[config.mk]
export PLATFORM = sky130hd
export DESIGN_NAME = rgb_to_yuyv422_converter
export DESIGN_NICKNAME = d
export VERILOG_FILES = /design/src/rtl/core/r2y_pkg.sv /design/src/rtl/core/r2y_csc.sv /design/src/rtl/core/r2y_pack.sv /design/src/rtl/core/rgb_to_yuyv422_converter.sv
export SDC_FILE = /design/constraint.sdc
export NUM_CORES = 1
export LEC_CHECK = 0
export BUFFER_PORTS_ARGS = -buffer_cell sky130_fd_sc_hd__buf_2
export CORE_AREA = 2 2 140 142
export CTS_CLUSTER_DIAMETER = 60
export DETAILED_ROUTE_END_ITERATION = 16
export DIE_AREA = 0 0 142 144
export PLACE_DENSITY = 0.8
export SLEW_MARGIN = 20
export SYNTH_ARGS = -nofsm -noshare
export SYNTH_HDL_FRONTEND = slang
export SYNTH_SLANG_ARGS = --single-unit
[constraint.sdc]
create_clock -name i_clk -period 9.5 [get_ports i_clk]
set_input_delay 1.9 -clock i_clk [delete_from_list [all_inputs] [get_ports i_clk]]
set_output_delay 1.9 -clock i_clk [all_outputs]
set_load 0.05 [all_outputs]
[src/rtl/core/r2y_pkg.sv]
`default_nettype none
// ----------------------------------------------------------------------------
// r2y_pkg
// Shared types and constants for the rgb to yuyv 4:2:2 converter.
// ----------------------------------------------------------------------------
package r2y_pkg;

    localparam int unsigned COMP_W = 8;
    localparam int unsigned SUM_W  = 17;
    localparam int unsigned FILT_W = 10;

    // bt.601 limited range coefficients, negative terms are subtracted
    localparam logic [SUM_W-1:0] K_Y_R = SUM_W'(66);
    localparam logic [SUM_W-1:0] K_Y_G = SUM_W'(129);
    localparam logic [SUM_W-1:0] K_Y_B = SUM_W'(25);
    localparam logic [SUM_W-1:0] K_U_R = SUM_W'(38);
    localparam logic [SUM_W-1:0] K_U_G = SUM_W'(74);
    localparam logic [SUM_W-1:0] K_U_B = SUM_W'(112);
    localparam logic [SUM_W-1:0] K_V_R = SUM_W'(112);
    localparam logic [SUM_W-1:0] K_V_G = SUM_W'(94);
    localparam logic [SUM_W-1:0] K_V_B = SUM_W'(18);
    localparam logic [SUM_W-1:0] K_RND = SUM_W'(128);
    // chroma offset of 128 folded in before the shift
    localparam logic [SUM_W-1:0] K_BIAS = SUM_W'(32768);

    localparam logic [COMP_W-1:0] Y_OFS     = COMP_W'(16);
    localparam logic [COMP_W-1:0] C_NEUTRAL = COMP_W'(128);
    localparam logic [COMP_W-1:0] Y_MIN     = COMP_W'(16);
    localparam logic [COMP_W-1:0] Y_MAX     = COMP_W'(235);
    localparam logic [COMP_W-1:0] C_MIN     = COMP_W'(16);
    localparam logic [COMP_W-1:0] C_MAX     = COMP_W'(240);

    typedef struct packed {
        logic              valid;
        logic              line_start;
        logic [COMP_W-1:0] y;
        logic [COMP_W-1:0] u;
        logic [COMP_W-1:0] v;
    } t_pix;

endpackage
`default_nettype wire

[src/rtl/core/r2y_csc.sv]
`default_nettype none
// ----------------------------------------------------------------------------
// r2y_csc
// Input register and rgb to yuv color space conversion.
// ----------------------------------------------------------------------------
module r2y_csc (
    input  wire logic                      i_clk,
    input  wire logic                      i_rst_n,
    input  wire logic                      i_valid,
    output logic                           o_stall,
    input  wire logic [r2y_pkg::COMP_W-1:0] i_red,
    input  wire logic [r2y_pkg::COMP_W-1:0] i_green,
    input  wire logic [r2y_pkg::COMP_W-1:0] i_blue,
    input  wire logic                      i_line_start,
    input  wire logic                      i_take,
    output r2y_pkg::t_pix                  o_pix
);
    import r2y_pkg::*;

    logic              r_valid;
    logic              n_valid;
    logic [COMP_W-1:0] r_red;
    logic [COMP_W-1:0] r_green;
    logic [COMP_W-1:0] r_blue;
    logic              r_line_start;
    logic              accept;
    logic [SUM_W-1:0]  sum_y;
    logic [SUM_W-1:0]  sum_u;
    logic [SUM_W-1:0]  sum_v;
    logic [SUM_W-1:0]  ext_r;
    logic [SUM_W-1:0]  ext_g;
    logic [SUM_W-1:0]  ext_b;

    assign o_stall = r_valid && !i_take;
    assign accept  = i_valid && !o_stall;

    always_comb begin
        n_valid = r_valid;
        if (accept) begin
            n_valid = 1'b1;
        end else if (i_take) begin
            n_valid = 1'b0;
        end
    end

    always_ff @(posedge i_clk) begin
        if (!i_rst_n) begin
            r_valid <= 1'b0;
        end else begin
            r_valid <= n_valid;
        end
    end

    always_ff @(posedge i_clk) begin
        if (accept) begin
            r_red        <= i_red;
            r_green      <= i_green;
            r_blue       <= i_blue;
            r_line_start <= i_line_start;
        end
    end

    assign ext_r = SUM_W'(r_red);
    assign ext_g = SUM_W'(r_green);
    assign ext_b = SUM_W'(r_blue);

    // all sums stay in 0..65535, so bits 15:8 are the floored result
    assign sum_y = K_Y_R * ext_r + K_Y_G * ext_g + K_Y_B * ext_b + K_RND;
    assign sum_u = K_U_B * ext_b + K_RND + K_BIAS - K_U_R * ext_r - K_U_G * ext_g;
    assign sum_v = K_V_R * ext_r + K_RND + K_BIAS - K_V_G * ext_g - K_V_B * ext_b;

    always_comb begin
        o_pix.valid      = r_valid;
        o_pix.line_start = r_line_start;
        o_pix.y          = sum_y[15:8] + Y_OFS;
        o_pix.u          = sum_u[15:8];
        o_pix.v          = sum_v[15:8];
    end

endmodule
`default_nettype wire

[src/rtl/core/r2y_pack.sv]
`default_nettype none
// ----------------------------------------------------------------------------
// r2y_pack
// Pairs pixels, filters chroma 1-2-1 at even columns and holds the output beat.
// ----------------------------------------------------------------------------
module r2y_pack (
    input  wire logic                       i_clk,
    input  wire logic                       i_rst_n,
    input  wire r2y_pkg::t_pix              i_pix,
    output logic                            o_take,
    output logic                            o_valid,
    input  wire logic                       i_stall,
    output logic [r2y_pkg::COMP_W-1:0]      o_luma_first,
    output logic [r2y_pkg::COMP_W-1:0]      o_chroma_blue,
    output logic [r2y_pkg::COMP_W-1:0]      o_luma_second,
    output logic [r2y_pkg::COMP_W-1:0]      o_chroma_red
);
    import r2y_pkg::*;

    logic              r_phase;
    logic [COMP_W-1:0] r_held_y;
    logic [COMP_W-1:0] r_held_u;
    logic [COMP_W-1:0] r_held_v;
    logic [COMP_W-1:0] r_left_u;
    logic [COMP_W-1:0] r_left_v;
    logic              r_out_valid;
    logic [COMP_W-1:0] r_out_y0;
    logic [COMP_W-1:0] r_out_u;
    logic [COMP_W-1:0] r_out_y1;
    logic [COMP_W-1:0] r_out_v;

    logic              out_busy;
    logic              phase;
    logic              emit;
    logic              fire;
    logic [COMP_W-1:0] left_u;
    logic [COMP_W-1:0] left_v;
    logic [FILT_W-1:0] filt_u;
    logic [FILT_W-1:0] filt_v;

    // a line start always restarts at column 0 with a neutral left neighbor
    assign phase  = i_pix.line_start ? 1'b0 : r_phase;
    assign left_u = i_pix.line_start ? C_NEUTRAL : r_left_u;
    assign left_v = i_pix.line_start ? C_NEUTRAL : r_left_v;

    assign out_busy = r_out_valid && i_stall;
    assign emit     = phase;
    // even pixels need no output slot
    assign o_take   = i_pix.valid && (!emit || !out_busy);
    assign fire     = o_take && emit;

    assign filt_u = FILT_W'(left_u) + {1'b0, r_held_u, 1'b0} + FILT_W'(i_pix.u)
                  + FILT_W'(2);
    assign filt_v = FILT_W'(left_v) + {1'b0, r_held_v, 1'b0} + FILT_W'(i_pix.v)
                  + FILT_W'(2);

    always_ff @(posedge i_clk) begin
        if (!i_rst_n) begin
            r_phase     <= 1'b0;
            r_held_y    <= '0;
            r_held_u    <= C_NEUTRAL;
            r_held_v    <= C_NEUTRAL;
            r_left_u    <= C_NEUTRAL;
            r_left_v    <= C_NEUTRAL;
            r_out_valid <= 1'b0;
        end else begin
            if (o_take) begin
                if (!emit) begin
                    r_held_y <= i_pix.y;
                    r_held_u <= i_pix.u;
                    r_held_v <= i_pix.v;
                    r_left_u <= left_u;
                    r_left_v <= left_v;
                    r_phase  <= 1'b1;
                end else begin
                    r_left_u <= i_pix.u;
                    r_left_v <= i_pix.v;
                    r_phase  <= 1'b0;
                end
            end
            if (fire) begin
                r_out_valid <= 1'b1;
            end else if (!i_stall) begin
                r_out_valid <= 1'b0;
            end
        end
    end

    always_ff @(posedge i_clk) begin
        if (fire) begin
            r_out_y0 <= r_held_y;
            r_out_u  <= filt_u[FILT_W-1:2];
            r_out_y1 <= i_pix.y;
            r_out_v  <= filt_v[FILT_W-1:2];
        end
    end

    assign o_valid       = r_out_valid;
    assign o_luma_first  = r_out_y0;
    assign o_chroma_blue = r_out_u;
    assign o_luma_second = r_out_y1;
    assign o_chroma_red  = r_out_v;

    a_fire_shows: assert property (@(posedge i_clk) disable iff (!i_rst_n)
        fire |=> r_out_valid)
        else $error("completed pair did not reach the output register");

    a_start_even: assert property (@(posedge i_clk) disable iff (!i_rst_n)
        (o_take && i_pix.line_start) |=> r_phase)
        else $error("line start pixel not held as even pixel");

    a_no_overwrite: assert property (@(posedge i_clk) disable iff (!i_rst_n)
        (r_out_valid && i_stall) |-> !fire)
        else $error("stalled output beat overwritten");

    a_luma_range: assert property (@(posedge i_clk) disable iff (!i_rst_n)
        r_out_valid |-> (r_out_y0 >= Y_MIN && r_out_y0 <= Y_MAX
                         && r_out_y1 >= Y_MIN && r_out_y1 <= Y_MAX
                         && r_out_u >= C_MIN && r_out_u <= C_MAX
                         && r_out_v >= C_MIN && r_out_v <= C_MAX))
        else $error("output component out of limited range");

endmodule
`default_nettype wire

[src/rtl/core/rgb_to_yuyv422_converter.sv]
`default_nettype none
// ----------------------------------------------------------------------------
// rgb_to_yuyv422_converter
// Streaming rgb to packed yuyv 4:2:2 conversion, bt.601 limited range.
// ----------------------------------------------------------------------------
// Input channel: one rgb pixel per beat on i_valid / o_stall, with
// i_line_start marking column 0 of a line. Output channel: one yuyv beat
// (y0, u, y1, v) on o_valid / i_stall for every even/odd pixel pair.
// Chroma is filtered 1-2-1 across columns at the even pixel, with 128 used
// left of column 0; the right tap is the odd pixel of the pair.
// Throughput: one pixel per clock while the output is not stalled; the limit
// is the single input register feeding the output register, each item passes
// each once. An output beat becomes valid after the odd pixel of its pair
// has passed the input register, then the output register.
// Even pixels never wait for the output register, so the input keeps flowing
// while a finished beat is stalled; an odd pixel waits in the input register
// until the beat ahead is taken, and o_stall rises behind it.
// A line start in mid pair drops the unpaired even pixel.
// Reset (i_rst_n low, synchronous) empties both registers and returns the
// pairing to an even pixel with neutral chroma history.
// ----------------------------------------------------------------------------
module rgb_to_yuyv422_converter (
    input  wire logic                       i_clk,
    input  wire logic                       i_rst_n,
    input  wire logic                       i_valid,
    output logic                            o_stall,
    input  wire logic [r2y_pkg::COMP_W-1:0] i_red,
    input  wire logic [r2y_pkg::COMP_W-1:0] i_green,
    input  wire logic [r2y_pkg::COMP_W-1:0] i_blue,
    input  wire logic                       i_line_start,
    output logic                            o_valid,
    input  wire logic                       i_stall,
    output logic [r2y_pkg::COMP_W-1:0]      o_luma_first,
    output logic [r2y_pkg::COMP_W-1:0]      o_chroma_blue,
    output logic [r2y_pkg::COMP_W-1:0]      o_luma_second,
    output logic [r2y_pkg::COMP_W-1:0]      o_chroma_red
);
    import r2y_pkg::*;

    t_pix pix;
    logic take;

    r2y_csc u_csc (
        .i_clk        (i_clk),
        .i_rst_n      (i_rst_n),
        .i_valid      (i_valid),
        .o_stall      (o_stall),
        .i_red        (i_red),
        .i_green      (i_green),
        .i_blue       (i_blue),
        .i_line_start (i_line_start),
        .i_take       (take),
        .o_pix        (pix)
    );

    r2y_pack u_pack (
        .i_clk         (i_clk),
        .i_rst_n       (i_rst_n),
        .i_pix         (pix),
        .o_take        (take),
        .o_valid       (o_valid),
        .i_stall       (i_stall),
        .o_luma_first  (o_luma_first),
        .o_chroma_blue (o_chroma_blue),
        .o_luma_second (o_luma_second),
        .o_chroma_red  (o_chroma_red)
    );

endmodule
`default_nettype wire

Yosys cells after proc, flatten, opt, wreduce, memory -nomap -nowiden
Cells that the tools add are included.
{"block": "totals", "mem_count": 0, "rom_bits": 0, "out_inout_bits": 34, "ramBits": 0, "latchBits": 0, "regBits": 100}
{"block": "op_classes", "mul": 9, "magnitude_cmp": 0, "bitwise": 1, "mux": 10, "div_mod_pow": 0, "shift": 0, "n_reduce_logical": 12, "eq_ne": 1, "add_sub_neg": 18}
{"op": "$sub 16x16->16", "n": 4}
{"op": "$add 16x8->16 const B", "n": 3}
{"op": "$mul 6x8->14 const A", "n": 3}
{"op": "$add 16x16->16", "n": 2}
{"op": "$add 16x16->16 const B", "n": 2}
{"op": "$mux 8", "n": 4}
{"op": "$mul 5x8->13 const A", "n": 2}
{"op": "$mul 3x8->11 const A", "n": 2}
{"op": "$add 10x2->10 const B", "n": 2}
{"op": "$add 10x8->10", "n": 2}
{"op": "$add 8x9->10", "n": 2}
{"op": "$mul 8x8->16 const A", "n": 1}
{"op": "$mul 4x8->12 const A", "n": 1}
{"op": "$add 8x5->8 const B", "n": 1}
{"op": "$mux 1", "n": 6}
{"op": "$logic_and 1x1->1", "n": 5}
{"op": "$logic_not 1->1", "n": 4}
{"op": "$ne 2x1->1 const B", "n": 1}
{"op": "$reduce_and 2->1", "n": 1}
{"op": "$reduce_bool 2->1", "n": 1}
{"op": "$logic_or 1x1->1", "n": 1}
{"op": "$not 1->1", "n": 1}

Longest topological paths before layout
Gate-level depths: netlist of the first run.
{"block": "depth", "ltp_word": 9, "ltp_mapped": 30}

By module
Synthesis of the first run repeated with hierarchy kept, for this count alone.
{"block": "hier_totals", "hier_cells": 1118, "hier_area_um2": 11379.7}
{"module": "r2y_csc", "instances": 1, "area_each_um2": 7746.2, "cells_per_inst": 787}
{"module": "r2y_pack", "instances": 1, "area_each_um2": 3633.5, "cells_per_inst": 331}

Worst setup path after synthesis of the first run
Ideal clock, no wire load.
{"block": "synth_timing", "path_type": "flip-flop to flip-flop", "from": "register u_csc.r_green[2]", "to": "register u_pack.r_out_v[6] (netlist: u_pack.o_chroma_red[6]) (data pin)", "arrival_time_ps": 6661, "stages_incl_launch_ff": 27, "synth_period_minus_slack_ps": 6920, "slack_ps": 2580, "cell_sequence": "edfxtp_1 -> inv_1 -> fa_1 -> inv_1 -> ha_1 -> fa_1 -> fa_1 -> a21o_1 -> a21oi_1 -> xnor2_1 -> fa_1 -> inv_1 -> ha_1 -> ha_1 -> and3_1 -> a211o_1 -> a21oi_1 -> xor2_1 -> fa_1 -> inv_1 -> ha_1 -> a21oi_1 -> o21bai_1 -> a21oi_1 -> o21ai_1 -> a21oi_1 -> xnor2_1"}
{"block": "synth_via", "elab_chain_cells": 5}
{"item": "start, declared", "line_no": "r2y_csc.sv:23", "rtl": "logic [COMP_W-1:0] r_green;"}
{"item": "start signal, assigned", "line_no": "r2y_csc.sv:57", "rtl": "r_green <= i_green;"}
{"item": "$mul 6x8->14", "line_no": "r2y_csc.sv:70", "rtl": "assign sum_v = K_V_R * ext_r + K_RND + K_BIAS - K_V_G * ext_g - K_V_B * ext_b;"}
{"item": "$sub 16x16->16 (2 in series)", "line_no": "r2y_csc.sv:70"}
{"item": "$add 10x8->10", "line_no": "r2y_pack.sv:54", "rtl": "assign filt_v = FILT_W'(left_v) + {1'b0, r_held_v, 1'b0} + FILT_W'(i_pix.v)"}
{"item": "$add 10x2->10", "line_no": "r2y_pack.sv:55", "rtl": "+ FILT_W'(2);"}
{"item": "via u_pack.filt_v[8]", "line_no": "r2y_pack.sv:39", "rtl": "logic [FILT_W-1:0] filt_v;"}
{"item": "end signal, assigned", "line_no": "r2y_pack.sv:94", "rtl": "r_out_v <= filt_v[FILT_W-1:2];"}
{"item": "end, declared", "line_no": "r2y_pack.sv:30", "rtl": "logic [COMP_W-1:0] r_out_v;"}
The timed path passes the listed nets, and every way through them passes these cells.
A chain may end at the register's enable or synchronous reset.

Worst setup path in the final report of the first run
{"block": "layout_timing", "from": "register u_csc.r_green[2]", "to": "register u_pack.r_out_v[7] (netlist: u_pack.o_chroma_red[7]) (data pin)"}
Same word-level chain as after synthesis.

==> results by stage, run 1 <==
Worst setup path:
- The slowest stage of the critical path belongs to the cell sky130_fd_sc_hd__fa_1.
- The endpoint identified for the worst register-to-register timing path is u_pack.o_chroma_red[7].
- At the worst endpoint, the arrival time is approximately 7600 ps.
- The element type at the critical path end is a flip-flop.
- The worst setup path is launched from a flip-flop.
- The highest cell delay on the worst timing path is about 550 ps.
- The source of the worst register-to-register timing path is u_csc.r_green[2].
- The category of the most critical setup path is flip-flop to flip-flop.
- The reg-to-reg setup timing slack is 1970 ps.
- The data required time at the worst endpoint is 9610 ps.
- The highest net fanout along the worst path is 6.
- The number of cells on the worst reg-to-reg path is 26.

Route:
- The DRC violation count after routing is 0.
- The vias after detailed routing is 8373.
- The remaining antenna violation count is 0.
- The total detailed-routing wirelength is roughly 25000 µm.
- Using the TritonRoute via totals, the vias-per-cell ratio works out to between 5 and 6.
- The final routed wire length divided by cell count is ~17 µm.
- For this run, the detailed router's first-pass iteration total came to 5.
- The number of design-rule violations left by the first detailed-router iteration is ~410.

STA:
- Measured against its own limit, the worst slew margin works out to between 30% and 40%.
- The setup total negative slack is 0 ps.
- For the final database, setup skew stands at approximately 12 ps.
- The number of endpoints with negative hold slack in the final report is 0.
- The final number of setup-violating endpoints is 0.
- Dividing the final minimum period by the clock period gives between 70% and 80%.
- At the pin with the least slew margin, the transition time is between 900 and 1000 ps.
- Subtracting the final worst setup slack from the clock period gives ~7500 ps.
- The total count of max-transition violations in the final report is 0.
- For this run, the top clock speed supported by timing is 133 MHz.
- Setup repair after global routing left no endpoint under its margin.

Synth:
- In the synthesized netlist the dominant register cell turns out to be sky130_fd_sc_hd__edfxtp_1.
- The number of distinct library cells after synthesis is 65.
- By area the synthesized netlist is led by sky130_fd_sc_hd__ha_1 27%, sky130_fd_sc_hd__fa_1 16%, sky130_fd_sc_hd__edfxtp_1 15%, sky130_fd_sc_hd__inv_1 7.7%, sky130_fd_sc_hd__dfxtp_1 7.4%.
- The synthesized design devotes to its leading area cell type 27.1% of total area.
- The synthesized netlist occupies a cell area of about 12000 µm².
- Counting every net in the synthesized netlist gives 1551.
- In the synthesized netlist the async set-or-reset flop fraction comes to 0%.
- Synthesis produced between 1k and 1.5k cells.
- The synthesized design spends more area on one cell type than any other, namely sky130_fd_sc_hd__ha_1.
- The mean post-synth cell area is between 9 and 10 µm².
- The number of flops mapped to enable cells by yosys is 57.
- Counting flops and latches in the post-synthesis netlist gives 100.
- The number of warnings reported in the yosys synthesis log is 0.
- The post-synthesis sequential area ratio is 22.2%.

CTS:
- For the worst-skew pair, the clock arrives at the later sink with an insertion delay of ~370 ps.
- After clock tree synthesis, the clock-pin slew on the worst setup and hold paths is around 90 ps.
- The count of cells resized by post-cts repair is 0.
- The cell at the root of the clock tree is sky130_fd_sc_hd__clkbuf_16.
- The longest clock path from root to sink contains 2 buffers.
- The cts-stage hold buffer count is 0.
- The tree built by TritonCTS fans out to 100 sinks.
- The number of H-tree levels is 3.
- The number of clock buffers added by TritonCTS is 9.
- TritonCTS built the clock tree.
- Post-CTS timing repair inserted 0 buffers for setup.

Placement:
- The estimated wirelength of the detail-placed design is between 20000 and 25000 µm.
- The weighted congestion at the end of routability-driven global placement is 0.991.
- The count of port buffers added during placement is 62.

GRT:
- The largest net degree at the start of global routing is 37.
- For this run, the total global-route usage over all layers was measured as 26.1%.
- Global routing finished with a remaining overflow of 0.
- The wire length of the first global-routing pass is about 41000 µm.
- The number of global-route vias before repair is between 8k and 9k.
- The number of antenna violations at the first check in global routing came to 0.

Min path:
- In this run the most critical hold path is launched from u_pack.r_held_y[3].
- The path class of the tightest hold or removal check is flip-flop to flip-flop.
- Along the worst hold path, the cell count comes to 0.
- The end of the worst hold path is u_pack.o_luma_first[3].

Die:
- The chip height is 144 µm.
- The core region is 19100 µm².
- The number of placement rows is just over 50.
- The effective utilization at floorplan is 60.7%.
- The die boundary width is approximately 140 µm.
- In this run the count of I/O pins placed on the die edge is between 60 and 70.
- The area enclosed by the die boundary is 20400 µm².

Finish:
- Cells with a size suffix above 1 make up 7.61% of the layout.
- The multi-input combinational cells in the finished layout cover a total of slightly above 8000 µm².
- Fill cells in the final layout number 1517.
- 0 antenna diodes ended up in the layout.
- The total number of nets in the final design is between 1.5k and 2k.
- In the final layout, flip-flops and latches occupy 2570 µm².
- Compared with the post-synthesis result, the final layout area differs by 7.80%.

Job:
- The tool flagged a number of max-cap violations equal to 0.

Outcome:
- The flow ran to the end, and the final reports show no timing, DRC or antenna violations.
logic make-up (layout without fill, tap and decap cells):
kind of cell	count (synthesis)	count (layout)	share of synthesized area [%]
adder cells (fa/ha/maj)	344	344	43.2
buffers and inverters	250	320	8.17
AO/OA/AOI/OAI	212	212	11.6
AND/OR/NAND/NOR	179	179	7.58
flip-flops	100	100	22.2
XOR/XNOR	88	88	6.66
multiplexers	6	6	0.562
metrics by stage:
stage               hold WS (ps)  area [µm²]  utilization (%)  std cells  worst slack (ps)
finish                       438       12500             65.4       1487              1970
global route                 455       12500             65.4       1487              1490
CTS                          438       12500             65.4       1487              2030
detailed placement           423       12200             63.7       1471              2060
global placement             414       12200             63.7       1471              2240
floorplan                    403       11600                -       1179              2580
per-layer routing:
metal / vias to the layer above / share of wire (%) / track usage [%]
li1: 4086 / - / -
met1: 4032 / 43 / 31.8
met2: 191 / 48 / 44.7
met3: 64 / 5.0 / 5.03
met4: 0 / 4.1 / 12.2
met5: - / 0 / 0
worst max path at each step:
stage | start | endpoint | slack [ps] | cells after the start
detailed placement | u_csc.r_green[2] | u_pack.o_chroma_red[7] | 2060 | 26
global route | u_csc.r_green[2] | u_pack.o_chroma_red[7] | 1490 | 27
floorplan | u_csc.r_green[2] | u_pack.o_chroma_red[6] | 2580 | 26
global placement | u_csc.r_green[2] | u_pack.o_chroma_red[6] | 2240 | 26
CTS | u_csc.r_green[2] | u_pack.o_chroma_red[7] | 2030 | 26
finish | u_csc.r_green[2] | u_pack.o_chroma_red[7] | 1970 | 26
critical path, delay by kind of cell (launching register included):
family,cells,cell delay (ps)
DFF,1,470
AOI/OAI and AO/OA,10,2140
and+or+nand+nor,1,180
adders and majority gates,9,3730
xor gates and xnor gates,2,450
buffers and inverters,4,300
cell usage after synthesis (3+ instances only):
| cell type | count |
|---|---|
| sky130_fd_sc_hd__a22oi_1 | 4 |
| sky130_fd_sc_hd__nand4_1 | 5 |
| sky130_fd_sc_hd__a2bb2oi_1 | 4 |
| sky130_fd_sc_hd__a21o_1 | 24 |
| sky130_fd_sc_hd__nor2_1 | 48 |
| sky130_fd_sc_hd__o2bb2ai_1 | 3 |
| sky130_fd_sc_hd__and3_1 | 7 |
| sky130_fd_sc_hd__nand3_1 | 7 |
| sky130_fd_sc_hd__or4_1 | 4 |
| sky130_fd_sc_hd__and2_1 | 3 |
| sky130_fd_sc_hd__o21ai_0 | 25 |
| sky130_fd_sc_hd__a211o_1 | 3 |
| sky130_fd_sc_hd__nor4b_1 | 3 |
| sky130_fd_sc_hd__nor3_1 | 6 |
| sky130_fd_sc_hd__edfxtp_1 | 57 |
| sky130_fd_sc_hd__nand2b_1 | 20 |
| sky130_fd_sc_hd__xnor2_1 | 51 |
| sky130_fd_sc_hd__o22ai_1 | 3 |
| sky130_fd_sc_hd__o211ai_1 | 4 |
| sky130_fd_sc_hd__ha_1 | 251 |
| sky130_fd_sc_hd__fa_1 | 92 |
| sky130_fd_sc_hd__a21oi_1 | 79 |
| sky130_fd_sc_hd__xor2_1 | 37 |
| sky130_fd_sc_hd__mux2_2 | 4 |
| sky130_fd_sc_hd__o21ai_1 | 10 |
| sky130_fd_sc_hd__clkbuf_1 | 9 |
| sky130_fd_sc_hd__nor4_1 | 3 |
| sky130_fd_sc_hd__o21bai_1 | 20 |
| sky130_fd_sc_hd__dfxtp_1 | 43 |
| sky130_fd_sc_hd__a211oi_1 | 5 |
| sky130_fd_sc_hd__nand2_1 | 53 |
| sky130_fd_sc_hd__nor2b_1 | 12 |
| sky130_fd_sc_hd__nand3b_1 | 3 |
| sky130_fd_sc_hd__a31oi_1 | 4 |
| sky130_fd_sc_hd__o21a_1 | 3 |
| sky130_fd_sc_hd__inv_1 | 236 |
cell type report:
cell class,instances,share of cell area [%]
multi-input cells,829,64.6
flip-flops and latches,100,20.6
repair buffers,66,2.73
clock inverters,7,0.712
inverters,238,7.16
clock buffers,9,1.81
well taps,238,2.39
placed cells by master, fill, tap and decap left out, types with 6 or more instances in the layout:
cell and count:
sky130_fd_sc_hd__dfxtp_1 43, sky130_fd_sc_hd__o21bai_1 20, sky130_fd_sc_hd__fa_1 92, sky130_fd_sc_hd__nor2_1 48
sky130_fd_sc_hd__and3_1 7, sky130_fd_sc_hd__nand2_1 53, sky130_fd_sc_hd__edfxtp_1 57, sky130_fd_sc_hd__inv_1 236
sky130_fd_sc_hd__clkbuf_16 9, sky130_fd_sc_hd__a21o_1 24, sky130_fd_sc_hd__a21oi_1 79, sky130_fd_sc_hd__nand3_1 7
sky130_fd_sc_hd__o21ai_0 25, sky130_fd_sc_hd__ha_1 251, sky130_fd_sc_hd__buf_2 62, sky130_fd_sc_hd__nand2b_1 20
sky130_fd_sc_hd__xnor2_1 51, sky130_fd_sc_hd__xor2_1 37, sky130_fd_sc_hd__nor2b_1 11, sky130_fd_sc_hd__o21ai_1 10
sky130_fd_sc_hd__nor3_1 6
Power of run 1 is left out: the tool's default activity adds up to more than one toggle a clock period on the data nets, which glitch-free logic cannot reach.
==> run 2, diff against run 1 <==
--- a/config.mk
+++ b/config.mk
@@ -6,11 +6,11 @@
 export NUM_CORES = 1
 export LEC_CHECK = 0
 export BUFFER_PORTS_ARGS = -buffer_cell sky130_fd_sc_hd__buf_2
-export CORE_AREA = 2 2 140 142
+export CORE_AREA = 2 2 145 147
 export CTS_CLUSTER_DIAMETER = 60
 export DETAILED_ROUTE_END_ITERATION = 16
-export DIE_AREA = 0 0 142 144
-export PLACE_DENSITY = 0.8
+export DIE_AREA = 0 0 147 149
+export PLACE_DENSITY = 0.78
 export SLEW_MARGIN = 20
 export SYNTH_ARGS = -nofsm -noshare
 export SYNTH_HDL_FRONTEND = slang
==> constraint.sdc (replaced) <==
create_clock -name i_clk -period 6.1 [get_ports i_clk]
set_input_delay 1.22 -clock i_clk [delete_from_list [all_inputs] [get_ports i_clk]]
set_output_delay 1.22 -clock i_clk [all_outputs]
set_load 0.05 [all_outputs]
==> results by stage, run 2 (synthesis results as in run 1) <==
Worst setup path:
- The critical path in this run is classified as flip-flop to flip-flop.
- The number of cells on the worst reg-to-reg path is 28.
- The element type at the critical path end is a flip-flop.
- The highest cell delay on the worst timing path is roughly 540 ps.
- The highest net fanout along the worst path is 3.
- The arrival time at the worst endpoint is 6760 ps.
- The critical path startpoint category is a flip-flop.
- At the worst endpoint, the required time is 6210 ps.
- The cell at the slowest stage of the critical path is sky130_fd_sc_hd__fa_1.

Finish:
- Leaving out fill and tap cells, the most frequent cells in the layout are 205 x sky130_fd_sc_hd__inv_1, 190 x sky130_fd_sc_hd__ha_1, 187 x sky130_fd_sc_hd__buf_4.
- 0 antenna diodes ended up in the layout.
- The net count of the finished layout is roughly 1.8k.
- With fillers left out, the area of the finished cells amounts to 15500 µm².
- The area overhead of the layout relative to synthesis is 33.8%.
- The post-route netlist has 33.5% of its cells at a drive strength greater than 1.
- The commonest non-fill, non-tap cell in the layout is sky130_fd_sc_hd__inv_1.
- The total of fill cells in the finished design is roughly 1.3k.

Route:
- For this block, wires on met1 add up to ~13000 µm.
- The routed design uses 1730 µm of met3 wire.
- The routed length on met2 is around 17000 µm.
- Routed signal wires occupy layers up through met4.
- The final routed wire length divided by cell count is 19.3 µm.
- The total detailed-routing wirelength is about 33000 µm.
- In this run, the number of DRC markers left after iteration 0 of detailed routing was between 500 and 600.
- In the routed layout, each cell is associated on average with a via count of around 5.6.
- Before antenna repair, the detailed router went through 7 iterations.
- The count of nets left with antenna violations once routing finished came out at 0.
- In the routed design, unresolved DRC markers number 0.
- The detailed router placed around 9.7k vias in this run.

STA:
- At the pin with the least slew margin, the transition time is just over 800 ps.
- The total count of max-transition violations in the final report is 0.
- The peak clock frequency supported by timing is approximately 150 MHz.
- Between clock sinks in the finished design, the worst skew comes to about 17 ps.
- Once routing completed, OpenROAD measured the worst setup slack at -548 ps.
- Setup violations remaining at the end of the flow were counted as 12.
- The setup total negative slack is -4940 ps.
- The share of the clock period used by the worst path is 109%.
- Setup repair after global routing could not meet its margin everywhere.
- For the finished layout, the period the worst path requires is 6650 ps.
- The number of endpoints with negative hold slack in the final report came to 0.
- Hold is met by 432 ps.
- The remaining max-slew budget at the tightest pin is 45.6%.

CTS:
- CTS built an H-tree with a depth of 3.
- The clock latency reported for the late side of the worst-skew pair is around 370 ps.
- The cts-stage hold buffer count is 0.
- The clock sink count is 100.
- Buffers inserted during clock tree synthesis total 9.
- The tree is rooted in a sky130_fd_sc_hd__clkbuf_16.
- The TritonCTS clock tree is built.
- No sink is reached through more buffers than the 2 on the longest clock path.
- Clock-pin slew was measured on the worst setup and hold paths at about 80 ps.

Outcome:
- The flow ran to the end, but the final reports show violations.
- The checks that failed: setup timing.

Die:
- The initial utilization of the core area, before any placement, comes to roughly 56%.
- In this run the horizontal extent of the chip is ~150 µm.
- The die is 149 µm tall.
- In this run the core area contains between 50 and 60 standard-cell rows.
- The boundary pin count is 63.
- The area of the core is roughly 21000 µm².
- The area enclosed by the die boundary is between 20000 and 25000 µm².

Placement:
- The post-place setup slack is -530 ps.
- Once detailed placement completed, the half-perimeter wirelength came to between 20000 and 25000 µm.
- The congestion estimate from routability-driven global placement came to just over 0.9.
- The count of port buffers added during placement is between 60 and 70.
- Once placement finished, the instance area stood at ~14000 µm².

GRT:
- Global routing consumed, over all layers together, between 20% and 30% of the routing resources.
- The sum of overflow across all layers after global routing is 0.
- The wire length of the first global-routing pass is between 40000 and 50000 µm.
- The largest net degree at the start of global routing is 37.
- The number of antenna violations at the first check in global routing is 0.
- The number of global-route vias before repair is a little under 10k.

Min path:
- The min-delay analysis places its worst path in the category flip-flop to flip-flop.
- The worst hold path was traced through 0 stages.

Job:
- The tool flagged a number of max-cap violations equal to 0.
[run 2: changes by cell type in the layout (fill, tap and decap cells not counted), sizes merged]
cell,delta
clkinv,-2
clkbuf,+1
buf,+199
clkinvlp,+1
[run 2: layer usage]
metal,up-vias,GRT usage [%]
li1,4483,-
met1,4690,31.7
met2,354,49.1
met3,137,3.88
met4,0,13.3
met5,-,0
[run 2: through the flow]
stage               cells  util [%]
global route         1723      75.3
CTS                  1703      70.5
floorplan            1179         -
finish               1723      75.3
detailed placement   1658      66.2
global placement     1658      66.2
[run 2: worst max-delay path: cells and delay by family (launching register included)]
family	cells	cell delay, ps
and+or+nand+nor	5	1030
xor gates and xnor gates	1	160
DFF	1	480
adders and majority gates	9	2910
AOI/OAI and AO/OA	5	1140
buffers and inverters	8	670
[run 2: path summary, 6_finish.rpt]
kind,startpoint,end,slack [ps]
worst max-delay path,u_csc.r_green[7],u_pack.o_chroma_blue[7],-550
worst min-delay path,u_pack.r_held_y[3],u_pack.o_luma_first[3],430
worst max register to register,u_csc.r_green[7],u_pack.o_chroma_blue[7],-550
worst min register to register,u_pack.r_held_y[3],u_pack.o_luma_first[3],430
[run 2: timing repair]
item / in CTS / in global routing
setup buffers: 29 / 24
endpoints found under the setup margin: 16 / 21
pin swaps: 46 / 119
resized for setup: 62 / 135
[run 2: final cells by class]
| class | count | area (µm²) | area share, % |
|---|---|---|---|
| multi-input cells | 829 | 9490 | 61.3 |
| flip-flops and latches | 100 | 2570 | 16.6 |
| repair buffers | 265 | 1890 | 12.2 |
| inverters | 238 | 893 | 5.77 |
| well taps | 275 | 344 | 2.22 |
| clock buffers | 10 | 229 | 1.48 |
| clock inverters | 6 | 56.3 | 0.364 |
Power of run 2 is left out for the same reason.
